File: config.mk
export PLATFORM = sky130hd
export DESIGN_NAME = fci_ctrl
export DESIGN_NICKNAME = d
export VERILOG_FILES = /design/src/fci_pkg.sv /design/src/fci_ctrl.sv
export SDC_FILE = /design/constraint.sdc
export NUM_CORES = 1
export LEC_CHECK = 0
export ABC_CLOCK_PERIOD_IN_PS = 1000
export BUFFER_PORTS_ARGS = -buffer_cell sky130_fd_sc_hd__buf_4
export CAP_MARGIN = 20
export CELL_PAD_IN_SITES_DETAIL_PLACEMENT = 0
export CELL_PAD_IN_SITES_GLOBAL_PLACEMENT = 1
export CORE_AREA = 4 4 41 43
export DETAILED_ROUTE_END_ITERATION = 10
export DIE_AREA = 0 0 45 47
export GPL_TIMING_DRIVEN = 0
export PLACE_DENSITY = 0.48
export SETUP_SLACK_MARGIN = 0.1
export SYNTH_ARGS = -nofsm -noshare
export SYNTH_HDL_FRONTEND = slang
export SYNTH_SLANG_ARGS = --single-unit
File: constraint.sdc
create_clock -name i_clk -period 1 [get_ports i_clk]
set_input_delay 0.2 -clock i_clk [delete_from_list [all_inputs] [get_ports i_clk]]
set_output_delay 0.2 -clock i_clk [all_outputs]
set_load 0.02 [all_outputs]
File: src/fci_pkg.sv
// ============================================================================
// fci_pkg : shared types and constants of the flash command interface
// Transaction payloads, controller/datapath handshake structs, command bytes,
// unlock addresses and array geometry.
// ============================================================================
`default_nettype none

package fci_pkg;

    // array geometry
    localparam int PAGES_DEF   = 64;
    localparam int PAGE_BYTES  = 16384;
    localparam int ROW_BYTES   = 32;
    localparam int ROW_W       = ROW_BYTES * 8;
    localparam int LANE_W      = 5;                 // byte lane within a row
    localparam int ROW_SEL_W   = 14 - LANE_W;       // row within a page
    localparam int ROWS_PER_PG = PAGE_BYTES / ROW_BYTES;

    // bus operation codes
    localparam logic [1:0] CMD_READ  = 2'd0;
    localparam logic [1:0] CMD_WRITE = 2'd1;
    localparam logic [1:0] CMD_FETCH = 2'd2;

    // unlock addresses (low 12 bits of the offset)
    localparam logic [11:0] ADDR_UNLOCK1 = 12'hAAA;
    localparam logic [11:0] ADDR_UNLOCK2 = 12'h555;

    // command bytes
    localparam logic [7:0] BYTE_UNLOCK1 = 8'hAA;
    localparam logic [7:0] BYTE_UNLOCK2 = 8'h55;
    localparam logic [7:0] BYTE_PROGRAM = 8'hA0;
    localparam logic [7:0] BYTE_ERASE   = 8'h80;
    localparam logic [7:0] BYTE_FAST    = 8'h20;
    localparam logic [7:0] BYTE_AUTOSEL = 8'h90;
    localparam logic [7:0] BYTE_CHIP    = 8'h10;
    localparam logic [7:0] BYTE_SECTOR  = 8'h30;
    localparam logic [7:0] BYTE_RESET   = 8'hF0;

    // autoselect identification
    localparam logic [13:0] AS_OFF_MFR    = 14'd0;
    localparam logic [13:0] AS_OFF_DEVICE = 14'd2;
    localparam logic [13:0] AS_OFF_PROT   = 14'd4;
    localparam logic [7:0]  ID_MFR        = 8'h01;
    localparam logic [7:0]  ID_DEVICE     = 8'hDA;
    localparam logic [7:0]  ID_PROT       = 8'h00;

    typedef struct packed {
        logic [1:0]  cmd;
        logic [5:0]  page;
        logic [13:0] offset;
        logic [7:0]  wdata;
    } t_in_item;

    typedef struct packed {
        logic [7:0] rdata;
        logic       error_pending;
    } t_out_item;

    // controller -> datapath
    typedef struct packed {
        logic capture;
        logic lookup;
        logic decide;
        logic sweep_step;
        logic emit;
    } t_ctl_cmd;

    // datapath -> controller
    typedef struct packed {
        logic erase_req;
        logic sweep_done;
        logic out_free;
    } t_ctl_sts;

endpackage

`default_nettype wire

File: src/fci_ctrl.sv
// ============================================================================
// fci_ctrl : transaction sequencer
// Steps each transaction through row lookup, decode, optional erase sweep
// and result hand-off; runs the array fill pass after reset.
// ============================================================================
`default_nettype none

module fci_ctrl (
    input  wire logic              i_clk,
    input  wire logic              i_rst_n,
    input  wire logic              i_in_valid,
    output logic                   o_in_stall,
    input  wire fci_pkg::t_ctl_sts i_sts,
    output fci_pkg::t_ctl_cmd      o_ctl
);

    import fci_pkg::*;

    typedef enum logic [2:0] {
        S_CLEAR,
        S_IDLE,
        S_LOOKUP,
        S_DECIDE,
        S_SWEEP,
        S_EMIT
    } t_state;

    t_state r_state;
    t_state n_state;

    always_comb begin
        n_state = r_state;
        o_ctl   = '0;
        unique case (r_state)
            S_CLEAR: begin
                o_ctl.sweep_step = 1'b1;
                if (i_sts.sweep_done) begin
                    n_state = S_IDLE;
                end
            end
            S_IDLE: begin
                o_ctl.capture = i_in_valid;
                if (i_in_valid) begin
                    n_state = S_LOOKUP;
                end
            end
            S_LOOKUP: begin
                o_ctl.lookup = 1'b1;
                n_state      = S_DECIDE;
            end
            S_DECIDE: begin
                o_ctl.decide = 1'b1;
                n_state      = i_sts.erase_req ? S_SWEEP : S_EMIT;
            end
            S_SWEEP: begin
                o_ctl.sweep_step = 1'b1;
                if (i_sts.sweep_done) begin
                    n_state = S_EMIT;
                end
            end
            S_EMIT: begin
                o_ctl.emit = i_sts.out_free;
                if (i_sts.out_free) begin
                    n_state = S_IDLE;
                end
            end
            default: begin
                n_state = S_IDLE;
            end
        endcase
    end

    always_ff @(posedge i_clk) begin
        if (!i_rst_n) begin
            r_state <= S_CLEAR;
        end else begin
            r_state <= n_state;
        end
    end

    assign o_in_stall = (r_state != S_IDLE);

endmodule

`default_nettype wire

Word-level counts from Yosys, hierarchy flattened
Cells that the tools add are included.

Flip-flop bits (word level): 3. Input bits: 6. Output and inout bits: 6. Logic and storage cells: 25.

Equal/unequal tests: 10. Muxes and demuxes: 11. Reductions and logical operators: 3.

Operators with widths (number): $pmux 3 s6 (1); $mux 3 (4); $ne 2x2->1 const B (4); $eq 3x2->1 const B (2); $eq 3x3->1 const B (2); $mux 1 (6); $reduce_and 4->1 (1); $eq 3x1->1 const B (1); $logic_not 3->1 (1); $ne 3x1->1 const B (1); $reduce_or 2->1 (1).

Logic depth before layout (Yosys ltp)
Gate-level depths: netlist of run 1.

Depth after elaboration: 3. Gate-level depth with buffers: 4. Gate-level depth less buffers: 4.

Least setup slack after synthesis of run 1
Ideal clock, no wire load.

Path kind: register to register. Start: register r_state[1]. End: register r_state[1]. Setup time: 0.060 ns. Arrival: 1.195 ns. Required time: 0.940 ns. Slack: -0.254 ns. Cell stages (with the launch flop): 3. Buffers on the path: 0. Period minus slack after synthesis: 1.254 ns. Cells stage by stage: dfxtp_1 -> nor3b_1 -> o21a_1.

Longest elaborated chain between the ends: 3. Elaborated cells between the ends (all ways): 12. Classes of those cells: eq/ne (9); mux (1); reduce/logical (2).

RTL lines: start, declared (RTL line fci_ctrl.sv:28) `t_state r_state;`; start signal, assigned (RTL line fci_ctrl.sv:77) `r_state <= n_state;`; $eq 3x3->1, or another cell as far along (RTL line fci_ctrl.sv:34) `unique case (r_state)`; $ne 2x2->1 (no line); $reduce_and 4->1 (no line).

Parallel ways exist; a longest one is shown, timed or not. A chain may end at the register's enable or synchronous reset.

==> summary.md, run 1 <==
| Metric | Value |
|---|---|
| Largest cells by area after synthesis | `dfxtp_1, nor3b_1, nor2b_4` |
| Root Driver | `clkbuf_4` |
| Mapped Area | `165 um^2` |
| Most flop-heavy register | `r_state` |
| Vias in the first global route | `226` |
| Fmax | `around 780 MHz` |
| Failing checks | `negative setup slack` |
| Startpoint Class | `flop` |
| PortBufs | `11` |
| Vias per Instance | `between 3 and 4` |
| Final period util | `127%` |
| Routed wire length | `551 um` |
| Num CTS Buffers | `3` |
| Mux cell area share after synthesis | `0%` |
| Cell variety after synth | `13` |
| Residual DRC | `0` |
| Worst slew pin tran | `around 250 ps` |
| CTS Sinks | `3` |
| Antenna-violating nets left | `0` |
| Endpoint class of the critical path | `primary output` |
| Initial DRC Count | `1` |
| Final core occ | `between 30% and 40%` |
| Final Max Slew Viols | `0` |
| Delay of the slowest critical-path stage | `370 ps` |
| Syn nets | `23` |
| Critical-path top delay cell | `dfxtp_4` |
| FP Rows | `13` |
| Synth Area in XOR/XNOR | `0%` |
| Clk pwr share | `between 30% and 40%` |
| Largest net degree at the start of global routing | `9` |
| Placed cell areas | `295 um^2` |
| H-tree levels | `1` |
| Area growth syn-to-layout | `149%` |
| Rel. slew slack | `between 80% and 90%` |
| Power Density | `roughly 1300 nW/um^2` |
| Max reg flops | `3` |
| Int Power | `approximately 0.38 mW` |
| Core box area | `1300 um^2` |
| Final Skew | `4.43 ps` |
| Peak supply drop | `0.000747 V` |
| Dpl ws | `-87.9 ps` |
| GRT overflow | `0` |
| Die H | `about 47 um` |
| Post-route cell area | `about 410 um^2` |
| Pwr Total | `0.523 mW` |
| Leading area contributor after synthesis | `dfxtp_1` |
| Via count | `210` |
| Worst-path clk slew | `30 ps` |
| NetSw | `0.140 mW` |
| Unrepaired setup endpoints after global routing | `true` |
| Initial antenna violation count | `0` |
| Layout cells sized above 1 | `between 70% and 80%` |
| IO Count | `12` |
| Worst EP arrival | `roughly 1100 ps` |
| Antenna diode count | `0` |
| Routability cong. | `roughly 0.6` |
| Endpoints failing setup | `8` |
| Max_cap viols | `0` |
| Later-pin clock latency in the skew report | `roughly 230 ps` |
| Type of the most critical hold path | `in2reg` |
| Post-synthesis compound-gate area fraction | `roughly a fifth` |
| Post-synth top area share | `36.4%` |
| Synth Area in Adders | `0%` |
| Combinational Power Share | `approximately 32%` |
| Lkg Pwr | `between 0.15 and 0.2 nW` |
| Post-route setup slack | `-275 ps` |
| Starting Density | `between 10% and 20%` |
| Yosys reg bits | `3` |
| First-pass GRT wire length | `roughly 980 um` |
| Simple-Gate Fraction of Synth Area | `between 40% and 50%` |
| Post-route setup TNS | `-1410 ps` |
| Nets | `45` |
| Total routing usage reported by global routing | `a little over 7%` |
| Share of power burned in registers | `~28%` |
| Crit path cell chain | `nor2b_4 -> and3b_4 -> buf_6` |
| Critical path peak fanout | `4` |
| Total iterations of the first detailed-routing run | `2` |
| Syn Inst Count | `17` |
| CTS tree | `done` |
| Die Area | `~2100 um^2` |
| Kind of critical path | `reg2out` |
| Status | `finished, violations left` |
| Required time of the critical path | `~800 ps` |
| Sw Ratio | `26.8%` |
| Die Width | `about 45 um` |
| Minimum clock period | `between 1000 and 1500 ps` |
| Yosys warns | `0` |
| Largest family of logic cells by synthesized area | `simple AND/OR/NAND/NOR gates` |
| Final-report hold violation count | `0` |
| WL/cell | `10.4 um` |
| Syn_area_per_cell | `between 9 and 10 um^2` |
| Largest registers | `r_state: 3 flops` |
| DP HPWL | `around 360 um` |
| Sequential area share after synthesis | `a little over a third` |
| Bufs on Longest Clock Path | `2` |
worst max-delay path: cells and delay by family (launching register included):
family                 cells  cell delay, ps
and+or+nand+nor            2             360
buffers and inverters      1             110
DFF                        1             370
Yosys cell counts (all sizes together):
| cell | number |
|---|---|
| a211oi | 1 |
| a21boi | 1 |
| and3b | 1 |
| dfxtp | 3 |
| inv | 1 |
| nand2 | 2 |
| nand2b | 1 |
| nand3b | 1 |
| nor2 | 1 |
| nor2b | 1 |
| nor3b | 2 |
| o21a | 1 |
| o31ai | 1 |
kinds of logic after synthesis:
group	after synthesis
DFF	3
AOI/OAI and AO/OA	4
and+or+nand+nor	9
buffers and inverters	1
power groups by stage:
stage | Combinational (mW) | Clock, mW | Sequential [mW]
floorplan | 0.0650 | 0 | 0.145
global placement | 0.112 | 0 | 0.149
detailed placement | 0.112 | 0 | 0.149
CTS | 0.165 | 0.226 | 0.148
global route | 0.178 | 0.240 | 0.149
finish | 0.167 | 0.209 | 0.147
stage by stage:
stage / hold WS [ps] / instances
6_report: 135 / 53
5_1_grt: 116 / 53
4_1_cts: 122 / 52
3_5_place_dp: 376 / 43
3_3_place_gp: 374 / 43
2_1_floorplan: 278 / 17
placed cells by master, fill, tap and decap left out:
cell      instances
buf_6             6
and3b_4           1
nor3b_4           2
nand2b_1          1
nor2b_4           1
inv_2             1
buf_12            1
dfxtp_2           1
clkbuf_1          1
buf_4            10
a211oi_2          1
nand2_1           2
dfxtp_4           2
nand3b_1          1
o31ai_1           1
a21boi_0          1
nor2_4            1
clkbuf_4          3
o21a_1            1
final timing paths:
| path | from | end | slack (ps) | cells past startpoint |
|---|---|---|---|---|
| max | r_state[0] | o_ctl[4] | -270 | 3 |
| min | i_sts[2] | r_state[0] | 140 | 2 |
| max reg2reg | r_state[0] | r_state[1] | -60 | 4 |
| min reg2reg | r_state[2] | r_state[2] | 560 | 2 |
repair_timing:
item,CTS,global route
hold buffers,0,0
pin swaps,3,2
setup buffers,5,1
gates resized for setup,8,1
endpoints found under the setup margin,8,8
area by class of cell:
type / instances / area (um^2)
multi-input combinational: 13 / 131
sequential: 3 / 68.8
inverter: 1 / 3.75
clock buffer: 4 / 26.3
fill: 149 / 890
timing repair buffer: 17 / 163
tap: 15 / 18.8
routing by layer:
layer	track usage, %	wire length (um)
met1	7.01	226
met2	9.89	238
met3	6.13	77
met4	5.26	8
met5	0	0
No activity file was read; power rests on OpenSTA's default activity.
==> inputs of run 2 (changes only) <==
TNS_END_PERCENT = 5   (was default)
==> summary.md, run 2 (synthesized netlist as in run 1, its figures left out) <==
| Metric | Value |
|---|---|
| Status | `finished, violations left` |
| Failing checks | `negative setup slack` |
| Endpoint class of the critical path | `primary output` |
| First-pass GRT wire length | `910 um (-7.0%)` |
| Bufs on Longest Clock Path | `2 (unchanged)` |
| Later-pin clock latency in the skew report | `230 ps (about the same)` |
| Residual DRC | `0 (unchanged)` |
| Initial antenna violation count | `0 (unchanged)` |
| Nets | `42 (-6.7%)` |
| Max_cap viols | `0 (unchanged)` |
| Routed wire length | `507 um (-8.0%)` |
| Post-route setup slack | `-274 ps (+0.758 ps)` |
| Critical path launch point | `r_state[0]` |
| Required time of the critical path | `800 ps (about the same)` |
| Die H | `47 um (unchanged)` |
| Largest net degree at the start of global routing | `9 (unchanged)` |
| Startpoint Class | `flop` |
| Commonest non-fill, non-tap cell in the layout | `buf_4` |
| Pwr Total | `0.510 mW (-2.5%)` |
| Most flop-heavy register | `r_state` |
| Antenna diode count | `0 (unchanged)` |
| Area growth syn-to-layout | `133%` |
| Endpoints failing setup | `8 (unchanged)` |
| Total iterations of the first detailed-routing run | `2 (unchanged)` |
| H-tree levels | `1 (unchanged)` |
| Vias per Instance | `3.80 (-4.1%)` |
| Layout cells sized above 1 | `77.1% (-1.8 points)` |
| CTS tree | `done` |
| Peak supply drop | `0.000703 V (-5.9%)` |
| FP Rows | `13 (unchanged)` |
| DP HPWL | `361 um (unchanged)` |
| PortBufs | `11 (unchanged)` |
| Worst reg2reg path startpoint | `r_state[0]` |
| Power Density | `1330 nW/um^2 (+4.5%)` |
| Kind of critical path | `reg2out` |
| Final-report hold violation count | `0 (unchanged)` |
| Worst EP arrival | `1070 ps (about the same)` |
| Final period util | `127% (about the same)` |
| Initial DRC Count | `1 (unchanged)` |
| Core box area | `1300 um^2 (unchanged)` |
| Via count | `190 (-9.5%)` |
| Type of the most critical hold path | `in2reg` |
| Final core occ | `29.5% (-2.1 points)` |
| Rel. slew slack | `82.9% (-0.14 points)` |
| Die Width | `45 um (unchanged)` |
| Die Area | `2120 um^2 (unchanged)` |
| Unrepaired setup endpoints after global routing | `true` |
| Commonest cells after routing, fill and taps aside | `buf_4, buf_6, clkbuf_4` |
| Final Max Slew Viols | `0 (unchanged)` |
| Vias in the first global route | `210 (-7.1%)` |
| Minimum clock period | `1270 ps (-0.758 ps)` |
| CTS Sinks | `3 (unchanged)` |
| Starting Density | `12.7% (unchanged)` |
| WL/cell | `10.1 um (-2.5%)` |
| Fmax | `785 MHz (about the same)` |
| Largest registers | `r_state: 3 flops` |
| Lkg Pwr | `0.162 nW (-9.9%)` |
| Routability cong. | `0.599 (about the same)` |
| Critical path peak fanout | `4 (unchanged)` |
| Total routing usage reported by global routing | `6.78% (-0.39 points)` |
| Final Skew | `4.48 ps (+0.0490 ps)` |
| GRT overflow | `0 (unchanged)` |
| Root Driver | `clkbuf_4` |
| Hold_sp | `i_sts[2]` |
| Worst slew pin tran | `255 ps (+2.07 ps)` |
| IO Count | `12 (unchanged)` |
| Worst-path clk slew | `30 ps (about the same)` |
| Num CTS Buffers | `3 (unchanged)` |
| Antenna-violating nets left | `0 (unchanged)` |
| Max reg flops | `3 (unchanged)` |
run 2: changes by cell type in the layout (fill, tap and decap cells not counted), sizes merged:
cell	previous run	this run
buf	17	14
run 2: final timing paths:
| path | endpoint | slack [ps] | cells past startpoint |
|---|---|---|---|
| max | o_ctl[4] | -270 | 3 |
| min | r_state[0] | 130 | 2 |
| max reg2reg | r_state[1] | -60 | 4 |
| min reg2reg | r_state[2] | 560 | 2 |
run 2: layout make-up:
| type | count | area, um^2 |
|---|---|---|
| inverter | 1 | 3.75 |
| multi-input combinational | 13 | 126 |
| fill | 152 | 917 |
| tap | 15 | 18.8 |
| sequential | 3 | 68.8 |
| clock buffer | 4 | 26.3 |
| timing repair buffer | 14 | 140 |
run 2: critical path, stage by stage (launching register included):
cell,delay (ps)
dfxtp_4,360
nor2b_4,160
and3b_4,200
buf_6,110
run 2: routing by layer:
metal	share of wire (%)	track usage, %	vias up
met4	1.6	5.26	0
met5	0	0	-
met1	44	6.79	76
met3	15	6.51	2
met2	39	8.47	14
li1	-	-	98
run 2: report_power, final:
part,internal (mW),total (mW),switching (mW)
clock network,0.149,0.209,0.0601
registers,0.129,0.146,0.0169
logic,0.0955,0.155,0.0593
total,0.374,0.510,0.136
run 2: repair_timing:
action / 4_1_cts / 5_1_grt
setup buffers: 3 / 0
hold buffers: 0 / 0
setup endpoints to repair: 8 / 8
resized for setup: 6 / 2
pin swaps: 2 / 1
run 2: per-stage QoR:
step | setup WS, ps | instance area [um^2] | hold WS, ps | instances | setup TNS [ps]
after detailed placement | -87.9 | 295 | 376 | 43 | -111
after global routing | -336 | 384 | 116 | 50 | -1870
final | -274 | 384 | 135 | 50 | -1420
after CTS | -295 | 378 | 122 | 50 | -1570
after floorplan | 55.0 | 194 | 278 | 17 | 0
after global placement | -95.0 | 295 | 374 | 43 | -127
